[src/hdl/tbb_pkg.sv]
// ----------------------------------------------------------------------------
// tbb_pkg
// Shared constants and types of the toroidal box blur block.
// ----------------------------------------------------------------------------
`timescale 1ns / 1ps

package tbb_pkg;

	localparam int SIDE_LOG2 = 9;
	localparam int ADDR_W = 2 * SIDE_LOG2;
	localparam int FRAME_DEPTH = 1 << ADDR_W;

	localparam logic [1:0] OP_WRITE = 2'd0;
	localparam logic [1:0] OP_READ = 2'd1;
	localparam logic [1:0] OP_RUN = 2'd2;

	localparam logic [3:0] PASS_COUNT_RESET = 4'd6;

	typedef struct packed {
		logic [1:0] opcode;
		logic buffer_select;
		logic [8:0] x_coord;
		logic [8:0] y_coord;
		logic [7:0] write_value;
	} cmd_t;

	typedef struct packed {
		logic valid;
		cmd_t cmd;
	} q_head_t;

endpackage

[src/hdl/tbb_if.sv]
// ----------------------------------------------------------------------------
// tbb_if
// Request and response channels of the box blur block.
// ----------------------------------------------------------------------------
`timescale 1ns / 1ps

interface tbb_req_if;
	logic valid;
	logic ready;
	logic [1:0] opcode;
	logic buffer_select;
	logic [8:0] x_coord;
	logic [8:0] y_coord;
	logic [7:0] write_value;

	modport source (output valid, opcode, buffer_select, x_coord, y_coord, write_value,
		input ready);
	modport sink (input valid, opcode, buffer_select, x_coord, y_coord, write_value,
		output ready);
endinterface


[src/hdl/tbb_front.sv]
// ----------------------------------------------------------------------------
// tbb_front
// Request intake: a two-entry queue in front of the execution unit.
// ----------------------------------------------------------------------------
`timescale 1ns / 1ps

module tbb_front import tbb_pkg::*; (
	input logic clk,
	input logic arst_n,
	tbb_req_if.sink req,
	output q_head_t head,
	input logic pop
);

	cmd_t ent_q [2];
	logic wr_ptr_q;
	logic rd_ptr_q;
	logic [1:0] cnt_q;
	logic push;
	logic take;

	assign req.ready = (cnt_q != 2'd2);
	assign push = req.valid && req.ready;
	assign take = pop && (cnt_q != 2'd0);

	always_ff @(posedge clk) begin
		if (push) begin
			ent_q[wr_ptr_q] <= '{opcode: req.opcode, buffer_select: req.buffer_select,
				x_coord: req.x_coord, y_coord: req.y_coord, write_value: req.write_value};
		end
	end

	always_ff @(posedge clk or negedge arst_n) begin
		if (!arst_n) begin
			wr_ptr_q <= 1'b0;
			rd_ptr_q <= 1'b0;
			cnt_q <= 2'd0;
		end else begin
			if (push) begin
				wr_ptr_q <= ~wr_ptr_q;
			end
			if (take) begin
				rd_ptr_q <= ~rd_ptr_q;
			end
			cnt_q <= cnt_q + {1'b0, push} - {1'b0, take};
		end
	end

	assign head.valid = (cnt_q != 2'd0);
	assign head.cmd = ent_q[rd_ptr_q];

endmodule

[src/flat_wrapper.sv]
// flat-port wrapper written by rule: the top's interface ports become plain ports
module tbb_front_flat import tbb_pkg::*;
  (clk, arst_n, head, pop, req_valid, req_opcode, req_buffer_select, req_x_coord, req_y_coord, req_write_value, req_ready);
  tbb_req_if req_i ();
  input logic clk;
  input logic arst_n;
  output q_head_t head;
  input logic pop;
  input wire logic [$bits(req_i.valid)-1:0] req_valid;
  input wire logic [$bits(req_i.opcode)-1:0] req_opcode;
  input wire logic [$bits(req_i.buffer_select)-1:0] req_buffer_select;
  input wire logic [$bits(req_i.x_coord)-1:0] req_x_coord;
  input wire logic [$bits(req_i.y_coord)-1:0] req_y_coord;
  input wire logic [$bits(req_i.write_value)-1:0] req_write_value;
  output wire logic [$bits(req_i.ready)-1:0] req_ready;
  assign req_i.valid = req_valid;
  assign req_i.opcode = req_opcode;
  assign req_i.buffer_select = req_buffer_select;
  assign req_i.x_coord = req_x_coord;
  assign req_i.y_coord = req_y_coord;
  assign req_i.write_value = req_write_value;
  assign req_ready = req_i.ready;
  tbb_front u_core (.clk(clk), .arst_n(arst_n), .req(req_i), .head(head), .pop(pop));
endmodule
[config.mk]
export PLATFORM = sky130hd
export DESIGN_NAME = tbb_front_flat
export DESIGN_NICKNAME = d
export VERILOG_FILES = /design/src/hdl/tbb_pkg.sv /design/src/hdl/tbb_if.sv /design/src/hdl/tbb_front.sv /design/src/flat_wrapper.sv
export SDC_FILE = /design/constraint.sdc
export NUM_CORES = 1
export LEC_CHECK = 0
export ABC_CLOCK_PERIOD_IN_PS = 6500
export BUFFER_PORTS_ARGS = -buffer_cell sky130_fd_sc_hd__buf_2
export CORE_MARGIN = 4
export CORE_UTILIZATION = 50
export CTS_BUF_LIST = sky130_fd_sc_hd__clkbuf_4 sky130_fd_sc_hd__clkbuf_8
export CTS_CLUSTER_DIAMETER = 60
export CTS_CLUSTER_SIZE = 20
export DETAILED_ROUTE_END_ITERATION = 16
export GPL_ROUTABILITY_DRIVEN = 0
export PLACE_DENSITY_LB_ADDON = 0.05
export SLEW_MARGIN = 20
export SYNTH_ARGS = -nofsm -noshare
export SYNTH_HDL_FRONTEND = slang
export SYNTH_SLANG_ARGS = --single-unit
export TNS_END_PERCENT = 50
[constraint.sdc]
create_clock -name clk -period 6.5 [get_ports clk]
set_clock_uncertainty 0.15 [all_clocks]
set_input_delay 0.325 -clock clk [delete_from_list [all_inputs] [get_ports clk]]
set_output_delay 0.325 -clock clk [all_outputs]
set_load 0.02 [all_outputs]
==> Word level (Yosys, flattened, before mapping) <==
Memories as Yosys holds them, arrays and structs flattened.
Cells that the tools add are included.
{ "totals": {"reg_bits": 4, "mem_bits_rw": 58, "in_bits": 33, "mem_count": 1} }
{ "mem_list": {"columns": ["name", "depth", "width", "read_ports", "rd_clocked_by_memory_dff", "wr", "line_no", "text"], "rows": [
  ["u_core.ent_q", 2, 29, 1, 0, 1, "tbb_front.sv:15", "cmd_t ent_q [2];"]
]} }
{ "op_classes": {"n_addsub": 2, "eq_ne": 1, "mux": 2, "bitwise": 2, "n_reduce_logical": 3} }
{ "ops": {"columns": ["op", "n"], "rows": [
  ["2-bit by 1-bit adder with 2-bit output", 1],
  ["1-bit logical AND", 2],
  ["1-bit two-way mux", 2],
  ["2-bit != test (second input constant)", 1],
  ["1-bit inverter", 2],
  ["2-bit nonzero test", 1],
  ["2-bit by 1-bit subtractor with 2-bit output", 1]
]} }

==> Logic depth before layout (Yosys ltp) <==
Gate-level depths: netlist of the first run.
{ "logic_depth": {"depth_word": 4, "mapped_depth": 7, "ltp_nobuf": 7} }

==> Worst setup path before layout of the first run <==
OpenSTA, ideal clock, no wires.
{ "synth_path": {"kind": "reg2reg", "from": "reg u_core.cnt_q[1]", "to": "mem u_core.ent_q[0][0] (netlist name) (enable)", "setup_time_ps": 415, "arrival_ps": 1983, "required_ps": 5935, "setup_slack_ps": 3952, "path_stages_with_launch": 4, "path_buffers": 0, "period_less_slack_ps": 2548, "cell_sequence": "dfrtp_1 > nand2b_1 > nand2_1 > nor2_1"} }
{ "synth_between": {"elab_chain_cells": 4} }
{ "synth_rtl": {"columns": ["item", "line_no", "text"], "rows": [
  ["start: declaration", "tbb_front.sv:18", "logic [1:0] cnt_q;"],
  ["start signal: assignment", "tbb_front.sv:45", "cnt_q <= cnt_q + {1'b0, push} - {1'b0, take};"],
  ["2-bit != test", "tbb_front.sv:22", "assign req.ready = (cnt_q != 2'd2);"],
  ["via req_ready", "flat_wrapper.sv:15", "output wire logic [$bits(req_i.ready)-1:0] req_ready;"],
  ["1-bit logical AND", "tbb_front.sv:23", "assign push = req.valid && req.ready;"],
  ["1-bit two-way mux", "tbb_front.sv:27", "if (push) begin"],
  ["1-bit two-way mux (implied by the code)", "tbb_front.sv:28", "ent_q[wr_ptr_q] <= '{opcode: req.opcode, buffer_select: req.buffer_select,"],
  ["end: declaration", "tbb_front.sv:15", null]
]} }
The timed path passes the listed nets, and every way through them passes these cells.

==> results.cfg, run 1 <==
[floorplanning]
dieArea_um2 = 5740
pin_count = 64
die_w_um = 75.8
coreArea_um2 = 4410
die_h_um = 75.8
initial_utilization = 0.520
rows = 24

[global_routing]
grt_overflow = 0
track_usage = 0.145
antenna_found_initial = 0
grt_max_degree = 18
grt_pass1_wl_mm = 5.73
grt_pass1_vias = 1232

[clock_network]
clock_latency_ps = 320
clock_path_buffers = 2
cts_buffers = 9
cts_htree_levels = 3
clkTransAtPathRegs_ps = 70
cts_tree = built
cts_setup_buffers = 0
root_buffer = clkbuf_8
cts_sinks = 62

[cells_and_area]
final_nets = 219
antenna_cells = 0
layout-drive-gt1-share = 0.444
syn_to_final_growth_pct = 26.2
finalNonFillerCells = 241
fillers = 335

[worst_hold_path]
min_path_type = input pin to flip-flop

[synth]
synth-async-reset-ratio = 0.0645
synth_edf_count = 58
synthTopCellsByArea = edfxtp_1 76%, mux2_1 14%, dfrtp_1 4.4%
synth_nets = 144
synth-seq-area-share = 0.802
synth_area_leader_cell = edfxtp_1
synth_area_um2 = 2300
synth_top_area_frac = 0.758
ys_types = 14
ys_ff_latch = 62
ys_warn_count = 0
syn_avg_cell_area_um2 = 21.1
synth_most_common_cell = edfxtp_1
synth_commonest_cells = 58 x edfxtp_1, 29 x mux2_1, 4 x dfrtp_1
postSynthCellCount = 109
ys.flop_type = edfxtp_1

[timing]
finalSetupViolations = 0
setup_tns_ps = 0
hold_viol_final = 0
slew_violations = 0
slew_headroom = 0.545
fin_crit_sh = 0.376
tightest_slew_ps = 683
fmax_mhz = 410
min_period_ps = 2440
rsz0062_at_grt = false

[critical_path]
worst-setup-path-type = flip-flop to output pin
cp_max_fo = 16
critPathRequiredTime_ps = 6020
startpoint_type = flip-flop
worstReg2RegStart = u_core.cnt_q[1]$_DFF_PN0_
critical_path_arrival_ps = 1970
reg2regPathDepth = 4
critPathCaptureType = output pin
worstReg2RegEnd = u_core.ent_q[0][2]$_DFFE_PP_
crit_start = u_core.rd_ptr_q$_DFFE_PN0P_
r2r_setup_slack_ps = 4490
cp-endpoint = head[23]

[placement]
portBuffers = 63
dp_hpwl_mm = 2.65
dp.cells = 224

[status]
outcome = finished clean

[pwr]
cellPowerDensity_nw_per_um2 = 466
vdd_drop_max_mv = 0.256
p_leak_uw = 0.00114

[job]
cap_violations = 0

[routing]
dr.pass1.iters = 4
drcViolationCount = 0
viasPerCell = 4.89
ant_nets = 0
num_vias = 1179
wl_mm = 3.77
drtIter0Drc = 80
wire_per_inst_um = 15.7
metal layers:
layer	share of wire	track usage	vias to the layer above
met3	0.078	0.0554	10
li1	-	-	570
met4	0.025	0.0932	0
met5	0	0	-
met2	0.50	0.233	43
met1	0.40	0.161	556
report_power, final:
| group | internal (uW) | total, uW | switching (uW) |
|---|---|---|---|
| Clock | 206 | 343 | 137 |
| Sequential | 548 | 589 | 40.5 |
| Combinational | 160 | 420 | 260 |
| Total | 914 | 1350 | 437 |
placed cells by master (no fill, tap or decap):
cell type | netlist | layout
buf_2 | 0 | 63
edfxtp_1 | 58 | 58
mux2_1 | 29 | 29
clkbuf_8 | 0 | 11
dfrtp_1 | 4 | 4
inv_1 | 3 | 3
xnor2_1 | 3 | 3
buf_4 | 3 | 3
ha_1 | 2 | 2
clkbuf_4 | 0 | 2
nand2b_1 | 1 | 1
nand2_1 | 1 | 1
and3_1 | 1 | 1
nor2_2 | 0 | 1
or2_1 | 1 | 1
and2_4 | 1 | 1
xor2_1 | 1 | 1
clkinv_2 | 0 | 1
clkinvlp_4 | 0 | 1
bufinv_16 | 0 | 1
dlygate4sd3_1 | 0 | 1
per-stage QoR:
step	instance area [um^2]	setup WS, ps	total power, uW	hold slack, ps	util
final	2900	4060	1350	33.7	0.657
after global placement	2680	4400	1010	-11.4	0.607
after detailed placement	2680	4370	1030	-12.9	0.607
after CTS	2900	4010	1370	15.4	0.657
after floorplan	2300	3950	884	-121	-
after global routing	2900	3930	1420	18.1	0.657
state kept, by name (all words and copies together), names as in the netlist:
name             cells
u_core.ent_q        58
u_core.cnt_q         2
u_core.rd_ptr_q      1
u_core.wr_ptr_q      1
worst max-delay path, cell delays in order, from the launching register on:
cell     delay, ps
dfrtp_1        740
buf_4          370
mux2_1         360
buf_2          170
logic make-up (layout without fill, tap and decap cells):
group | after synthesis | after routing | share of synthesized area
simple gates | 6 | 6 | 0.0153
flops | 62 | 62 | 0.802
buf+inv | 6 | 86 | 0.0147
mux | 29 | 29 | 0.142
xor+xnor | 4 | 4 | 0.0153
fa+ha+maj | 2 | 2 | 0.0109
repair_timing:
| item | in CTS | in global routing |
|---|---|---|
| resized for setup | 0 | 0 |
| hold buffers | 1 | 0 |
| hold endpoints to repair | 4 | 0 |
worst min path at each step:
stage / slack (ps) / cells past startpoint / start / to
6_report: 30 / 1 / req_buffer_select / u_core.ent_q[0][26]$_DFFE_PP_
4_1_cts: 20 / 1 / req_x_coord[4] / u_core.ent_q[1][21]$_DFFE_PP_
5_1_grt: 20 / 1 / req_opcode[0] / u_core.ent_q[1][27]$_DFFE_PP_
3_3_place_gp: -10 / 1 / arst_n / u_core.cnt_q[0]$_DFF_PN0_
2_1_floorplan: -120 / 0 / arst_n / u_core.cnt_q[0]$_DFF_PN0_
3_5_place_dp: -10 / 1 / arst_n / u_core.cnt_q[0]$_DFF_PN0_
cell type report:
type,count,area (um^2),share of cell area
Sequential cell,62,1840,0.635
Multi-Input combinational cell,41,424,0.146
Timing Repair Buffer,67,348,0.120
Clock buffer,13,166,0.0574
Tap cell,52,65.1,0.0224
Clock inverter,3,42.5,0.0147
Inverter,3,11.3,0.00388
(Power assumes the default switching activity.)
==> inputs of run 2 (changes only) <==
- ABC_CLOCK_PERIOD_IN_PS: 6500 -> 2400
- clock period: 6.5 -> 2.4 ns (I/O delays scaled with it)
==> run 2 against run 1 <==
Effect of this change: total power rose to 2.6 times the previous value; via count up 11%; critical endpoint unchanged; global-route usage up 0.57 points.
==> results.cfg, run 2 (synthesis results as in run 1) <==
[critical_path]
critPathTopFamily = flip-flops
worst-setup-path-type = flip-flop to output pin
critical_path_arrival_ps = 1700
crit_path_max_incr_delay_ps = 620
slowest_stage = dfrtp_1
cp_max_fo = 22
critPathRequiredTime_ps = 2130
path_cells = buf_12, mux2_1, buf_2
critPathCaptureType = output pin
path_buf_inv = 2
startpoint_type = flip-flop

[cells_and_area]
largest_reg_flops = 58
finalNonFillerCells = 273
layout_commonest_cell = buf_2
reg.largest.list = u_core.ent_q x58, u_core.cnt_q x2
syn_to_final_growth_pct = 39.4
fillers = 297
multi_input_comb_area_um2 = 424
final_nets = 252
seq_area_um2 = 1840
layout_common_cells = 63 x buf_2, 58 x edfxtp_1, 33 x dlygate4sd3_1
fin_util = 0.725
layout-drive-gt1-share = 0.371
antenna_cells = 0
regMostFlops = u_core.ent_q

[global_routing]
track_usage = 0.151
grt_pass1_vias = 1317
grt_pass1_wl_mm = 6.00
grt_overflow = 0
grt_max_degree = 23
antenna_found_initial = 0

[clock_network]
cts_setup_buffers = 0
cts_tree = built
clkTransAtPathRegs_ps = 60
cts_sinks = 62
clock_path_buffers = 2
clock_latency_ps = 320
root_buffer = clkbuf_8
cts_buffers = 9
cts_htree_levels = 3

[routing]
wl_mm = 3.91
ant_nets = 0
wire_per_inst_um = 14.3
drcViolationCount = 0
viasPerCell = 4.77
dr.pass1.iters = 3
num_vias = 1303
drtIter0Drc = 45

[timing]
rsz0062_at_grt = false
fmax_mhz = 508
setup_ws_ps = 431
slew_violations = 0
slew_headroom = 0.683
finalSetupViolations = 0
hold_viol_final = 0
fin_crit_sh = 0.820
tightest_slew_ps = 475
min_period_ps = 1970
holdWs_ps = 375
setup_tns_ps = 0

[pwr]
vdd_drop_max_mv = 0.622
cellPowerDensity_nw_per_um2 = 1110
p_leak_uw = 0.00126

[placement]
dp.cells = 225
pre_cts_ws_ps = 597
portBuffers = 63
dp_hpwl_mm = 2.51

[floorplanning]
die_w_um = 75.8
coreArea_um2 = 4410
rows = 24
dieArea_um2 = 5740
initial_utilization = 0.520
die_h_um = 75.8
pin_count = 64

[worst_hold_path]
min_path_type = input pin to flip-flop

[status]
outcome = finished clean

[job]
cap_violations = 0
==> run 2: cell count changes in the layout (fill, tap and decap cells not counted) <==
cell / delta
dlygate4sd3_1: +32
clkinv_1: +2
clkinvlp_4: -1
clkbuf_8: -2
buf_4: -1
clkbuf_4: +1
buf_12: +2
bufinv_16: -1
==> run 2: layer usage <==
metal	part of all wire	up-vias	global-route usage
met1	0.40	611	0.165
met4	0.025	0	0.0874
li1	-	638	-
met2	0.51	45	0.251
met3	0.071	9	0.0554
met5	0	-	0
==> run 2: worst paths after layout <==
kind                                        startpoint  slack [ps]                       endpoint  cells past startpoint
hold / removal                          req_y_coord[7]         380  u_core.ent_q[0][15]$_DFFE_PP_                      2
setup / recovery           u_core.rd_ptr_q$_DFFE_PN0P_         430                       head[23]                      3
min in group asynchronous                       arst_n         550      u_core.cnt_q[0]$_DFF_PN0_                      3
setup reg to reg             u_core.cnt_q[1]$_DFF_PN0_         590      u_core.cnt_q[1]$_DFF_PN0_                      7
max in group asynchronous                       arst_n        1360      u_core.cnt_q[1]$_DFF_PN0_                      3
hold reg to reg            u_core.wr_ptr_q$_DFFE_PN0P_         380    u_core.wr_ptr_q$_DFFE_PN0P_                      1
==> run 2: timing repair <==
action                                 CTS  global route
gates resized for setup                  0             0
hold buffers                            33             0
endpoints found under the hold margin   64             0
==> run 2: cell type report <==
type	instances	share of cell area
Multi-Input combinational cell	41	0.132
Timing Repair Buffer	100	0.219
Clock inverter	3	0.00391
Inverter	3	0.00352
Sequential cell	62	0.575
Clock buffer	12	0.0457
Tap cell	52	0.0203
==> run 2: per-stage QoR <==
stage	total power (uW)	cell area, um^2
4_1_cts	3600	3200
3_5_place_dp	2820	2710
5_1_grt	3750	3200
6_report	3550	3200
3_3_place_gp	2780	2710
2_1_floorplan	2400	2300
==> run 2: where the power goes <==
part | switching (uW) | leakage (uW) | internal (uW) | total (uW)
clock | 341 | 0.0000856 | 395 | 736
combinational | 721 | 0.000592 | 510 | 1230
sequential | 98.7 | 0.000585 | 1480 | 1580
total | 1160 | 0.00126 | 2390 | 3550
